File: config.mk
export PLATFORM = sky130hd
export DESIGN_NAME = hbp_cfg
export DESIGN_NICKNAME = d
export VERILOG_FILES = /design/src/rtl/core/hbp_pkg.sv /design/src/rtl/core/hbp_cfg.sv
export SDC_FILE = /design/constraint.sdc
export NUM_CORES = 1
export LEC_CHECK = 0
export BUFFER_PORTS_ARGS = -buffer_cell sky130_fd_sc_hd__buf_2
export CORE_MARGIN = 2
export CORE_UTILIZATION = 38
export DETAILED_ROUTE_END_ITERATION = 10
export GPL_ROUTABILITY_DRIVEN = 0
export HOLD_SLACK_MARGIN = 0.03
export PLACE_DENSITY = 0.8
export SLEW_MARGIN = 20
export SYNTH_ARGS = -nofsm -noshare
export SYNTH_HDL_FRONTEND = slang
export SYNTH_SLANG_ARGS = --single-unit
export TNS_END_PERCENT = 20
File: constraint.sdc
create_clock -name clk -period 3 [get_ports clk]
set_input_delay 0.9 -clock clk [delete_from_list [all_inputs] [get_ports clk]]
set_output_delay 0.9 -clock clk [all_outputs]
set_load 0.03 [all_outputs]
File: src/rtl/core/hbp_pkg.sv
// ---------------------------------------------------------------------------
// hbp_pkg
// Shared types, constants and helper functions for the hybrid branch
// predictor.
// ---------------------------------------------------------------------------
package hbp_pkg;

    localparam int BIMODAL_BITS_MAX_DEF = 14;
    localparam int GSHARE_BITS_MAX_DEF  = 14;
    localparam int CHOOSER_BITS_MAX_DEF = 14;

    localparam int HIST_W  = 14;
    localparam int PC_W    = 32;
    localparam int WORD_W  = PC_W - 2;
    localparam int COUNT_W = 32;
    localparam int CTR_W   = 2;
    localparam int BITS_W  = 5;
    localparam int MASK_W  = 32;

    localparam int APB_ADDR_W = 5;
    localparam int APB_DATA_W = 32;

    localparam logic [1:0] MODE_BIMODAL = 2'd0;
    localparam logic [1:0] MODE_GSHARE  = 2'd1;
    localparam logic [1:0] MODE_HYBRID  = 2'd2;

    localparam logic [2:0] REG_MODE    = 3'd0;
    localparam logic [2:0] REG_BIMODAL = 3'd1;
    localparam logic [2:0] REG_GSHARE  = 3'd2;
    localparam logic [2:0] REG_HISTORY = 3'd3;
    localparam logic [2:0] REG_CHOOSER = 3'd4;

    localparam logic [1:0] RST_MODE    = MODE_HYBRID;
    localparam logic [3:0] RST_BIMODAL = 4'd12;
    localparam logic [3:0] RST_GSHARE  = 4'd12;
    localparam logic [3:0] RST_HISTORY = 4'd8;
    localparam logic [3:0] RST_CHOOSER = 4'd10;

    localparam logic [CTR_W-1:0] CTR_WEAK_TAKEN = 2'd2;
    localparam logic [CTR_W-1:0] CTR_CHOOSER_RST = 2'd1;
    localparam logic [CTR_W-1:0] CTR_MAX = 2'd3;

    typedef struct packed {
        logic [1:0] predictor_mode;
        logic [3:0] bimodal_bits;
        logic [3:0] gshare_bits;
        logic [3:0] history_bits;
        logic [3:0] chooser_bits;
    } cfg_t;

    function automatic logic [MASK_W-1:0] low_mask(input logic [BITS_W-1:0] n);
        logic [MASK_W-1:0] m;
        m = '0;
        for (int i = 0; i < MASK_W; i++)
        begin
            m[i] = (BITS_W'(i) < n);
        end
        return m;
    endfunction

    function automatic logic [BITS_W-1:0] clamp_bits(input logic [3:0] v,
                                                     input logic [BITS_W-1:0] maxv);
        logic [BITS_W-1:0] ve;
        ve = BITS_W'(v);
        return (ve > maxv) ? maxv : ve;
    endfunction

    function automatic logic [CTR_W-1:0] train(input logic [CTR_W-1:0] c,
                                               input logic t);
        logic [CTR_W-1:0] r;
        if (t)
        begin
            r = (c < CTR_MAX) ? c + 2'd1 : CTR_MAX;
        end
        else
        begin
            r = (c > 2'd0) ? c - 2'd1 : 2'd0;
        end
        return r;
    endfunction

endpackage

File: src/rtl/core/hbp_cfg.sv
// ---------------------------------------------------------------------------
// hbp_cfg
// APB register block holding the predictor configuration.
// ---------------------------------------------------------------------------
module hbp_cfg
(
    input  logic                               clk,
    input  logic                               rst_n,
    input  logic                               psel,
    input  logic                               penable,
    input  logic                               pwrite,
    input  logic [hbp_pkg::APB_ADDR_W-1:0]     paddr,
    input  logic [hbp_pkg::APB_DATA_W-1:0]     pwdata,
    output logic [hbp_pkg::APB_DATA_W-1:0]     prdata,
    output logic                               pready,
    output hbp_pkg::cfg_t                      cfg
);

    hbp_pkg::cfg_t cfg_reg;
    logic          wr_en;
    logic [2:0]    reg_idx;

    assign pready  = 1'b1;
    assign wr_en   = psel && penable && pwrite;
    assign reg_idx = paddr[hbp_pkg::APB_ADDR_W-1:2];
    assign cfg     = cfg_reg;

    always_ff @(posedge clk or negedge rst_n)
    begin
        if (!rst_n)
        begin
            cfg_reg.predictor_mode <= hbp_pkg::RST_MODE;
            cfg_reg.bimodal_bits   <= hbp_pkg::RST_BIMODAL;
            cfg_reg.gshare_bits    <= hbp_pkg::RST_GSHARE;
            cfg_reg.history_bits   <= hbp_pkg::RST_HISTORY;
            cfg_reg.chooser_bits   <= hbp_pkg::RST_CHOOSER;
        end
        else if (wr_en)
        begin
            unique case (reg_idx)
                hbp_pkg::REG_MODE:    cfg_reg.predictor_mode <= pwdata[1:0];
                hbp_pkg::REG_BIMODAL: cfg_reg.bimodal_bits   <= pwdata[3:0];
                hbp_pkg::REG_GSHARE:  cfg_reg.gshare_bits    <= pwdata[3:0];
                hbp_pkg::REG_HISTORY: cfg_reg.history_bits   <= pwdata[3:0];
                hbp_pkg::REG_CHOOSER: cfg_reg.chooser_bits   <= pwdata[3:0];
                default: ;
            endcase
        end
    end

    always_comb
    begin
        prdata = '0;
        unique case (reg_idx)
            hbp_pkg::REG_MODE:    prdata = 32'(cfg_reg.predictor_mode);
            hbp_pkg::REG_BIMODAL: prdata = 32'(cfg_reg.bimodal_bits);
            hbp_pkg::REG_GSHARE:  prdata = 32'(cfg_reg.gshare_bits);
            hbp_pkg::REG_HISTORY: prdata = 32'(cfg_reg.history_bits);
            hbp_pkg::REG_CHOOSER: prdata = 32'(cfg_reg.chooser_bits);
            default:              prdata = '0;
        endcase
    end

endmodule

# Word-level counts from Yosys, hierarchy flattened
# Cells that the tools add are included.
dict set report op_classes {
  n_eq_ne 4
  muxes 1
  n_reduce_logical 8
}
# op count
set op_table {}
lappend op_table {{4-bit one-hot mux with 5 select lines} 1}
lappend op_table {{2-bit AND reduction} 5}
lappend op_table {{3-bit by 2-bit equality test with 1-bit output, second input constant} 2}
lappend op_table {{3-bit by 1-bit equality test with 1-bit output, second input constant} 1}
lappend op_table {{3-bit equality test, second input constant} 1}
lappend op_table {{3-bit logical NOT} 1}
lappend op_table {{1-bit logical AND} 2}
dict set report totals {
  regBits 18
  output_inout_bits 51
  wordCells 18
}

# Depth between registers and ports, before layout
dict set report depth {
  ltp_word 3
  mapped_depth 4
}

# Least setup slack after synthesis
# Ideal clock, no wire load.
dict set report synth_timing {
  path_kind {input -> output}
  from {input port paddr[3] (netlist name)}
  to {output port prdata[0] (netlist name)}
  t_arrival_ps 1889
  required_time_ps 2100
  path_slack_ps 211
  path_stages 4
  path_buffers 1
  path_cell_list {buf_6 > mux2_2 > and3_1 > a211o_1}
}
dict set report synth_between {
  elab_chain_cells 2
}
# item line
set synth_lines {}
lappend synth_lines {{start: declaration} hbp_cfg.sv:12} ;# input logic [hbp_pkg::APB_ADDR_W-1:0] paddr,
lappend synth_lines {{3-bit equality test, or another cell as far along} hbp_cfg.sv:54} ;# unique case (reg_idx)
lappend synth_lines {{4-bit one-hot mux with 5 select lines (*)} hbp_cfg.sv:54}
lappend synth_lines {{end: declaration} hbp_cfg.sv:14} ;# output logic [hbp_pkg::APB_DATA_W-1:0] prdata,
# Every way passes the cells marked *; elsewhere a longest branch is shown, timed or not.

# Worst setup path in the final report
# Ends and elaborated chain as after synthesis.

==> flow_summary.toml <==
[hold_path]
holdCritPathClass = "primary input to async pin"

[global_route]
grt_usage = 0.121
grt_pass1_wl_microns = 3090
grt_pass1_vias = 659
use_met1 = 0.167
grt_remaining_overflow = 0
use_met2 = 0.193
antenna_found_initial = 0
grt_max_degree = 19
grt_most_used_layer = "met2"
grt.met3_usage = 0.0198

[place]
dpl.cell_count = 158
io_buffers = 33
dp.final_hpwl_microns = 1660
postPlaceCellArea_sq_um = 1220
dp_slack_ns = 0.129

[detailed_routing]
drt_wl_total_microns = 2030
drt_iter0_markers = 11
num_vias = 753
vias_per_cell = 4.65
firstDrtPassIters = 4
drcViolationCount = 0
detail-route-antenna-nets = 0
wl_per_cell_microns = 12.5

[cts]
post_cts_buffers = 0
htree_num_levels = 1
cts.repair.resized = 0
cts_buffers = 3
clkTransAtPathRegs_ns = 0.10
cts.path.max_buffers = 2
cts.sink_count = 18
cts_root_buf = "clkbuf_4"
cts_tree = "done"
clkLatencyLatePin_ns = 0.29
cts_hold_buffers = 0

[floorplanning]
initial_core_util = 0.405
dieHeight_microns = 58.4
fp.dieW_microns = 58.4
die_area_sq_um = 3410
ios = 93
coreArea_sq_um = 2780
num_rows = 19

[yosys]
synth_seq_cells = 18
synthCells = 95
synth_cell_types = 25
yosysWarningCount = 0
yosys.area.top_type = "dfrtp_1"
yosysSeqAreaShare = 0.409
syn_avg_cell_area_sq_um = 11.9
syn_area_sq_um = 1130
yosys.area.top_type_share = 0.222
synthTopCellsByArea = "dfrtp_1, buf_4, mux2_2"

[sta]
timing.final.crit_share = 0.955
setup-violations-final = 0
fin_crit_ns = 2.87
finalSetupTns_ns = 0
setup_ws_ns = 0.134
fin_skew_ns = 0
max_freq_mhz = 349
rsz0062_at_grt = "no"
maxSlewViolCount = 0
finalHoldViolCount = 0

[setup_path]
r2r_cells = 1
cp_max_fo = 3
end_kind = "primary output"
required_ns = 2.10
cp-start-kind = "primary input"
cp_data_arrival_time_ns = 1.97
worstSetupPathType = "primary input to primary output"

[pwr]
leakage_uw = 0.000655
ir_worst_vdd_mv = 0.438
p_total_uw = 778
pwr_density_cell_nw_per_um2 = 625

[job]
maxCapViolCount = 0

[cells_and_area]
fin_area_sq_um = 1240
final_cell_mix = "buf_2, conb_1, mux2_2"
final_cells = 162
nets = 174
final_common_cell = "buf_2"
largest_reg_flops = 18
antenna_cells = 0
syn_to_final_growth_pct = 10.4
layout-drive-gt1-share = 0.534

[outcome]
status = "finished, final reports clean"
[layout make-up]
cell class	count	area [sq um]
Clock buffer	4	26.3
Fill cell	276	1540
Inverter	1	3.75
Multi-Input combinational cell	72	527
Sequential cell	18	460
Tap cell	31	38.8
Timing Repair Buffer	36	188
[metal layers]
layer  up-vias  wire length (microns)
li1        347                      -
met1       351                    882
met2        55                    949
met3         0                    195
met4         0                      0
met5         -                      0
[path summary, 6_finish.rpt]
check	from	to	slack, ns
worst max-delay path	paddr[3]	prdata[0]	0.13
min in group clk	cfg[8]$_DFFE_PN0P_	cfg[8]$_DFFE_PN0P_	0.54
worst max register to register	cfg[16]$_DFFE_PN0P_	cfg[16]$_DFFE_PN0P_	2.22
worst min-delay path	rst_n	cfg[0]$_DFFE_PN0P_	0.52
max in group asynchronous	rst_n	cfg[10]$_DFFE_PN1P_	2.15
worst min register to register	cfg[8]$_DFFE_PN0P_	cfg[8]$_DFFE_PN0P_	0.54
[cell usage after synthesis, drive strengths merged]
master,instances
nor3b,1
nand3,2
dfstp,8
nand2b,1
buf,31
mux2i,3
nor2,4
conb,2
and3,1
o21ai,1
or3,1
nand4,1
mux2,19
a22o,1
inv,1
a32oi,1
o211ai,1
nor3,3
mux4,1
nand4b,1
dfrtp,10
a211o,1
[worst max-delay path: stages]
cell     delay (ns)
buf_2          0.12
mux2_2         0.33
and3_1         0.17
a211o_1        0.26
buf_2          0.18
[power by group]
group	switching (uW)	leakage [uW]	internal, uW	total, uW
sequential	34.0	0.000211	306	340
combinational	221	0.000429	98.3	319
clock	67.4	0.0000150	51.6	119
total	322	0.000655	456	778
[metrics by stage]
step | util | hold WS, ns
finish | 0.447 | 0.522
global route | 0.447 | 0.522
CTS | 0.447 | 0.513
detailed placement | 0.438 | 0.519
global placement | 0.438 | 0.510
floorplan | - | 0.604
[kinds of logic (layout without fill, tap and decap cells)]
logic type / Yosys count / after routing / synth area share
other cells: 2 / 29 / 0.00667
compound gates: 5 / 5 / 0.0344
mux: 23 / 23 / 0.237
buf+inv: 32 / 41 / 0.213
simple gates: 15 / 15 / 0.100
flops: 18 / 18 / 0.409
(Power assumes the default switching activity.)
