--- src/rtl/core/hbp_pkg.sv ---
// ---------------------------------------------------------------------------
// hbp_pkg
// Shared types, constants and helper functions for the hybrid branch
// predictor.
// ---------------------------------------------------------------------------
package hbp_pkg;

    localparam int BIMODAL_BITS_MAX_DEF = 14;
    localparam int GSHARE_BITS_MAX_DEF  = 14;
    localparam int CHOOSER_BITS_MAX_DEF = 14;

    localparam int HIST_W  = 14;
    localparam int PC_W    = 32;
    localparam int WORD_W  = PC_W - 2;
    localparam int COUNT_W = 32;
    localparam int CTR_W   = 2;
    localparam int BITS_W  = 5;
    localparam int MASK_W  = 32;

    localparam int APB_ADDR_W = 5;
    localparam int APB_DATA_W = 32;

    localparam logic [1:0] MODE_BIMODAL = 2'd0;
    localparam logic [1:0] MODE_GSHARE  = 2'd1;
    localparam logic [1:0] MODE_HYBRID  = 2'd2;

    localparam logic [2:0] REG_MODE    = 3'd0;
    localparam logic [2:0] REG_BIMODAL = 3'd1;
    localparam logic [2:0] REG_GSHARE  = 3'd2;
    localparam logic [2:0] REG_HISTORY = 3'd3;
    localparam logic [2:0] REG_CHOOSER = 3'd4;

    localparam logic [1:0] RST_MODE    = MODE_HYBRID;
    localparam logic [3:0] RST_BIMODAL = 4'd12;
    localparam logic [3:0] RST_GSHARE  = 4'd12;
    localparam logic [3:0] RST_HISTORY = 4'd8;
    localparam logic [3:0] RST_CHOOSER = 4'd10;

    localparam logic [CTR_W-1:0] CTR_WEAK_TAKEN = 2'd2;
    localparam logic [CTR_W-1:0] CTR_CHOOSER_RST = 2'd1;
    localparam logic [CTR_W-1:0] CTR_MAX = 2'd3;

    typedef struct packed {
        logic [1:0] predictor_mode;
        logic [3:0] bimodal_bits;
        logic [3:0] gshare_bits;
        logic [3:0] history_bits;
        logic [3:0] chooser_bits;
    } cfg_t;

    function automatic logic [MASK_W-1:0] low_mask(input logic [BITS_W-1:0] n);
        logic [MASK_W-1:0] m;
        m = '0;
        for (int i = 0; i < MASK_W; i++)
        begin
            m[i] = (BITS_W'(i) < n);
        end
        return m;
    endfunction

    function automatic logic [BITS_W-1:0] clamp_bits(input logic [3:0] v,
                                                     input logic [BITS_W-1:0] maxv);
        logic [BITS_W-1:0] ve;
        ve = BITS_W'(v);
        return (ve > maxv) ? maxv : ve;
    endfunction

    function automatic logic [CTR_W-1:0] train(input logic [CTR_W-1:0] c,
                                               input logic t);
        logic [CTR_W-1:0] r;
        if (t)
        begin
            r = (c < CTR_MAX) ? c + 2'd1 : CTR_MAX;
        end
        else
        begin
            r = (c > 2'd0) ? c - 2'd1 : 2'd0;
        end
        return r;
    endfunction

endpackage

--- src/rtl/core/hbp_index.sv ---
// ---------------------------------------------------------------------------
// hbp_index
// Global history register and table index generation for one branch.
// ---------------------------------------------------------------------------
module hbp_index
#(
    parameter int BIMODAL_BITS_MAX = hbp_pkg::BIMODAL_BITS_MAX_DEF,
    parameter int GSHARE_BITS_MAX  = hbp_pkg::GSHARE_BITS_MAX_DEF,
    parameter int CHOOSER_BITS_MAX = hbp_pkg::CHOOSER_BITS_MAX_DEF
)
(
    input  logic                          clk,
    input  logic                          rst_n,
    input  hbp_pkg::cfg_t                 cfg,
    input  logic [hbp_pkg::PC_W-1:0]      branch_pc,
    input  logic                          taken,
    input  logic                          advance,
    output logic [BIMODAL_BITS_MAX-1:0]   bi,
    output logic [GSHARE_BITS_MAX-1:0]    gi,
    output logic [CHOOSER_BITS_MAX-1:0]   ci
);

    localparam int BW = hbp_pkg::BITS_W;
    localparam int HW = hbp_pkg::HIST_W;

    logic [HW-1:0]                 ghist_reg;
    logic [HW-1:0]                 ghist_next;
    logic [hbp_pkg::WORD_W-1:0]    word;
    logic [BW-1:0]                 m2;
    logic [BW-1:0]                 m1;
    logic [BW-1:0]                 k;
    logic [BW-1:0]                 n;
    logic [BW-1:0]                 lowlen;
    logic [hbp_pkg::MASK_W-1:0]    mask_b;
    logic [hbp_pkg::MASK_W-1:0]    mask_g;
    logic [hbp_pkg::MASK_W-1:0]    mask_c;
    logic [hbp_pkg::MASK_W-1:0]    mask_n;
    logic [hbp_pkg::MASK_W-1:0]    hist_sh;
    logic [hbp_pkg::MASK_W-1:0]    tbit;
    logic [GSHARE_BITS_MAX-1:0]    pcm;
    logic [HW-1:0]                 hist_m;

    assign word   = branch_pc[hbp_pkg::PC_W-1:2];
    assign m2     = hbp_pkg::clamp_bits(cfg.bimodal_bits, BW'(BIMODAL_BITS_MAX));
    assign m1     = hbp_pkg::clamp_bits(cfg.gshare_bits, BW'(GSHARE_BITS_MAX));
    assign k      = hbp_pkg::clamp_bits(cfg.chooser_bits, BW'(CHOOSER_BITS_MAX));
    assign n      = (BW'(cfg.history_bits) > m1) ? m1 : BW'(cfg.history_bits);
    assign lowlen = m1 - n;

    assign mask_b = hbp_pkg::low_mask(m2);
    assign mask_g = hbp_pkg::low_mask(m1);
    assign mask_c = hbp_pkg::low_mask(k);
    assign mask_n = hbp_pkg::low_mask(n);

    assign bi = word[BIMODAL_BITS_MAX-1:0] & mask_b[BIMODAL_BITS_MAX-1:0];
    assign ci = word[CHOOSER_BITS_MAX-1:0] & mask_c[CHOOSER_BITS_MAX-1:0];

    // history folds into the upper n bits of the gshare index
    assign pcm     = word[GSHARE_BITS_MAX-1:0] & mask_g[GSHARE_BITS_MAX-1:0];
    assign hist_m  = ghist_reg & mask_n[HW-1:0];
    assign hist_sh = hbp_pkg::MASK_W'(hist_m) << lowlen;
    assign gi      = pcm ^ hist_sh[GSHARE_BITS_MAX-1:0];

    assign tbit = hbp_pkg::MASK_W'(taken) << (n - BW'(1));

    always_comb
    begin
        if (n == '0)
        begin
            ghist_next = '0;
        end
        else
        begin
            ghist_next = {1'b0, ghist_reg[HW-1:1]} | tbit[HW-1:0];
        end
    end

    always_ff @(posedge clk or negedge rst_n)
    begin
        if (!rst_n)
        begin
            ghist_reg <= '0;
        end
        else if (advance)
        begin
            ghist_reg <= ghist_next;
        end
    end

endmodule

--- config.mk ---
export PLATFORM = sky130hd
export DESIGN_NAME = hbp_index
export DESIGN_NICKNAME = d
export VERILOG_FILES = /design/src/rtl/core/hbp_pkg.sv /design/src/rtl/core/hbp_index.sv
export SDC_FILE = /design/constraint.sdc
export NUM_CORES = 1
export LEC_CHECK = 0
export ABC_AREA = 1
export BUFFER_PORTS_ARGS = -buffer_cell sky130_fd_sc_hd__buf_2
export CAP_MARGIN = 10
export CORE_ASPECT_RATIO = 1.4
export CORE_UTILIZATION = 54
export CTS_CLUSTER_DIAMETER = 200
export DETAILED_ROUTE_END_ITERATION = 10
export PLACE_DENSITY = 0.88
export SLEW_MARGIN = 20
export SYNTH_ARGS = -nofsm -noshare
export SYNTH_HDL_FRONTEND = slang
export SYNTH_SLANG_ARGS = --single-unit
--- constraint.sdc ---
create_clock -name clk -period 19.5 [get_ports clk]
set_input_delay 5.85 -clock clk [delete_from_list [all_inputs] [get_ports clk]]
set_output_delay 5.85 -clock clk [all_outputs]
set_load 0.05 [all_outputs]
======== Word level (Yosys, flattened, before mapping) ========
Index checks and enable logic that the tools add are counted.
W data, S select, Z words.
storage, ports and cells
  bits in registers ....................... 14
  bits of input ports ..................... 54
  output and inout bits ................... 42
  word-level logic and storage cells ...... 77
operators by class
  add/subtract/negate cells ............... 2
  magnitude comparators ................... 60
  shifts and indexed selects .............. 2
  mux-type cells .......................... 5
  bitwise logic cells ..................... 6
  reductions and logical operators ........ 1
operator list
  cell                   count
  $lt A4 B4 Y1 const A   24
  $lt A3 B4 Y1 const A   16
  $and A14 B14 Y14       4
  $lt A1 B4 Y1 const A   8
  $lt A2 B4 Y1 const A   8
  $mux W4                4
  $mux W14               1
  $or A13 B14 Y14        1
  $shl A1 B5 Y14         1
  $shl A14 B5 Y14        1
  $xor A14 B14 Y14       1
  $gt A4 B4 Y1 const B   3
  $logic_not A5 Y1       1
  $sub A4 B1 Y5 const B  1
  $sub A4 B4 Y5          1
  $gt A4 B4 Y1           1

======== Longest topological paths before layout ========
  depth after elaboration ................. 8
  mapped depth ............................ 27
  depth with buffers taken out ............ 25

======== Worst setup path after synthesis ========
OpenSTA, ideal clock, no wires.
  path kind ............................... input -> output
  from .................................... input cfg[11] (netlist name)
  to ...................................... output gi[2]
  arrival time ............................ 9.316 ns
  data required time ...................... 13.650 ns
  slack ................................... 4.334 ns
  stages .................................. 18
  cell sequence ........................... buf_2 inv_1 ha_1 a21oi_1 nand2_4 nand2_4 nand2_1 o21ai_2 inv_1 ha_1 fa_1 inv_1 buf_1 nand2_1 nand2_1 nor2_1 nand2_1 xor2_1
on the way
  longest elaborated chain between the ends .. 8
  elaborated cells on any way between the ends .. 24
  those cells by class .................... add/sub: 1; order compare: 17; shift: 1; mux: 2; bitwise: 3
ends and longest elaborated chain
  item                                        RTL line         RTL
  from (decl)                                 hbp_index.sv:14  input hbp_pkg::cfg_t cfg,
  $gt A4 B4 Y1                                hbp_pkg.sv:65    return (ve > maxv) ? maxv : ve;
  $mux W4 (*)                                 hbp_pkg.sv:65
  $gt A4 B4 Y1                                hbp_index.sv:47  assign n = (BW'(cfg.history_bits) > m1) ? m1 : BW'(cfg.history_bits);
  $mux W4                                     hbp_index.sv:47
  $lt A1 B4 Y1, or another cell as far along  hbp_pkg.sv:56    m[i] = (BITS_W'(i) < n);
  $and A14 B14 Y14                            hbp_index.sv:60  assign hist_m = ghist_reg & mask_n[HW-1:0];
  $shl A14 B5 Y14                             hbp_index.sv:61  assign hist_sh = hbp_pkg::MASK_W'(hist_m) << lowlen;
  $xor A14 B14 Y14 (*)                        hbp_index.sv:62  assign gi = pcm ^ hist_sh[GSHARE_BITS_MAX-1:0];
  to (decl)                                   hbp_index.sv:19  output logic [GSHARE_BITS_MAX-1:0] gi,
Every way passes the cells marked *; elsewhere a longest branch is shown, timed or not.

======== Worst setup path in the final report ========
  from .................................... input cfg[11] (netlist name)
  to ...................................... output gi[5]
The elaborated chain is that of the path after synthesis.

==> out/metrics.cfg <==
[routing]
first_iter_violations = 197
drt-pass1-iter-count = 4
remaining_drc_errors = 0
ant_nets = 0
vias_per_cell = 5.52
wl_per_cell_um = 13.6
drt-total-wl_um = 7550
dr_total_vias = 3077

[cts]
post_cts_buffers = 0
ctsHoldBuffers = 0
insertion_delay_ns = 0.25
cts_buffers = 3
cts_buffer_depth = 2
cts_max_level = 1
cts.sinks = 14
cts_tree = yes
ctsResizeCount = 0
cts_root_buffer = clkbuf_8
clkTransAtPathRegs_ns = 0.05

[finish]
drive_gt1_share_pct = 20.5
nNetsFinal = 564
antenna_cells = 0
mostFrequentLayoutCells = nand2_1 (100), nand3_1 (80), buf_2 (75), inv_1 (71), nor2_1 (35)
final_common_cell = nand2_1
areaGrowthSynthToFinish_pct = 18.2
finalInstanceArea_mm2 = 0.00287
largest_reg_flops = 14

[yosys]
ys_warn_count = 0
seq_area_frac_synth_pct = 14.4
synth_area_leaders = nand3_1 (16%), nand2_1 (15%), dfrtp_1 (14%)
netlist_instances = 432
ys_seq_elements = 14
synth_top_area_share_pct = 16.5
yosys.area.top_type = nand3_1
syn-num-nets = 498
syn-cell-area_mm2 = 0.00243
avgSynthCellArea_um2 = 5.63
ys_types = 33

[setup_path]
cp_top_family = adder cells
r2r_setup_slack_ns = 18.59
r2r-end = ghist_reg[6]
criticalPathCategory = input pin to output port
endpoint_kind = output port
required_ns = 13.65
startpoint_type = input pin
r2r_cells = 2
crit_fanout = 14
critPathArrivalTime_ns = 9.86
crit_buf_inv = 6
crit_slowest_cell = fa_1
rr_startpoint = ghist_reg[7]
critPathMaxStageDelay_ns = 0.81
path_cells = buf_2, nand3_1, nand2_1, inv_1, ha_1, inv_1, nand2_1, nand2_1, nand2_1, nand2_4, nand2_4, o21ai_2, inv_1, ha_1, fa_1, inv_1, nand3_1, nand3_1, a21oi_1, xor2_1, buf_2

[sta]
rsz0062_at_grt = no
finalCriticalPeriod_ns = 15.71
relSlewSlack_pct = 65.3
hold_viol = 0
worst_pin_slew_ns = 0.520
finClkSkew_ns = 0.000209
fmax_mhz = 63.7
drv_slew = 0
period_share_pct = 80.6
setup_ws_ns = 3.79
setup_viol = 0
setup_total_negative_slack_ns = 0

[placement]
dp_slack_ns = 3.84
dpl_cell_area_mm2 = 0.00282
dpl.hpwl_um = 6140
place_congestion = 0.895
io_buffer_count = 75

[die]
start_util_pct = 56.9
die-area_mm2 = 0.00478
core_area_mm2 = 0.00427
die_w_um = 58.7
ioPinCount = 96
num_rows = 28
die_h_um = 81.4

[hold_path]
hp-start = ghist_reg[10]
hold_path_depth = 2
worstHoldEndpoint = ghist_reg[9]
hp-class = flop to flop

[grt]
grt_pass1_vias = 2824
grt-ovfl-total = 0
grt.total_usage_pct = 33.5
antenna_found_initial = 0
grt_pass1_wl_um = 12300
grt_max_degree = 18

[outcome]
status = completed

[pwr]
power.density_mw_per_mm2 = 89.8
ir_drop_mv = 0.0666
leakagePower_nw = 1.62

[run]
maxCapViolCount = 0

-- report_power, final --
part | switching [mW] | internal, mW | leakage [nW]
combinational | 0.135 | 0.0521 | 1.41
clock | 0.0105 | 0.0179 | 0.0288
sequential | 0.00640 | 0.0361 | 0.187
-- per-stage QoR --
stage | util [%] | total power [mW] | cells | hold WS [ns]
global placement | 66.0 | 0.223 | 553 | 0.504
finish | 67.2 | 0.258 | 557 | 0.554
CTS | 67.2 | 0.256 | 557 | 0.546
floorplan | - | 0.188 | 432 | 0.480
global route | 67.2 | 0.281 | 557 | 0.569
detailed placement | 66.0 | 0.227 | 553 | 0.534
-- layer usage --
layer  track usage [%]  up-vias  part of all wire, %
met5                 0        -                    0
met4              24.0        0                  6.0
met3              6.30       35                  6.2
met2              63.9      138                   52
met1              30.8     1355                   36
li1                  -     1549                    -
-- worst max path at each step --
stage	start	end	slack, ns	cells after the start
after CTS	cfg[11]	gi[5]	3.83	21
after global placement	cfg[11]	gi[5]	3.90	21
after floorplan	cfg[11]	gi[2]	4.33	18
final	cfg[11]	gi[5]	3.79	21
after detailed placement	cfg[11]	gi[5]	3.84	21
after global routing	cfg[11]	gi[5]	3.51	21
-- cell families after synthesis --
kind of cell	Yosys count	share of synthesized area, %
buffers and inverters	89	14.4
AOI/OAI and AO/OA	64	16.0
and+or+nand+nor	246	46.2
adders and majority gates	12	6.48
xor gates and xnor gates	7	2.52
DFF	14	14.4
-- tightest hold or removal path, stage by stage, from the launching register on --
cell     delay, ns
dfrtp_1       0.35
a21oi_1       0.05
o22ai_1       0.10
-- synth_stat cells --
| library cell | count |
|---|---|
| o22ai_1 | 10 |
| nand2_4 | 3 |
| inv_2 | 3 |
| a211oi_1 | 11 |
| a21o_1 | 1 |
| nand2_1 | 100 |
| nand4_1 | 5 |
| o21ai_1 | 1 |
| xnor2_1 | 1 |
| fa_1 | 1 |
| buf_1 | 1 |
| a21oi_1 | 23 |
| xor2_1 | 6 |
| clkbuf_1 | 7 |
| ha_1 | 11 |
| o211ai_2 | 2 |
| clkbuf_2 | 1 |
| inv_1 | 71 |
| o21ai_0 | 11 |
| o21ai_2 | 2 |
| o211ai_1 | 1 |
| buf_2 | 5 |
| nor2_2 | 3 |
| nor2_1 | 35 |
| nor2_4 | 1 |
| nand3_2 | 3 |
| nand3b_1 | 2 |
| nor3_1 | 9 |
| nand2_2 | 5 |
| nand3_1 | 80 |
| buf_6 | 1 |
| dfrtp_1 | 14 |
| a31oi_1 | 2 |
-- final cells by class --
class / count / area, µm²
clock buffers: 4 / 55.1
flip-flops and latches: 14 / 350
fillers: 401 / 1400
inverters: 74 / 278
well taps: 60 / 75.1
multi-input cells: 329 / 1730
repair buffers: 76 / 383
Power figures use the tool's default switching activity.
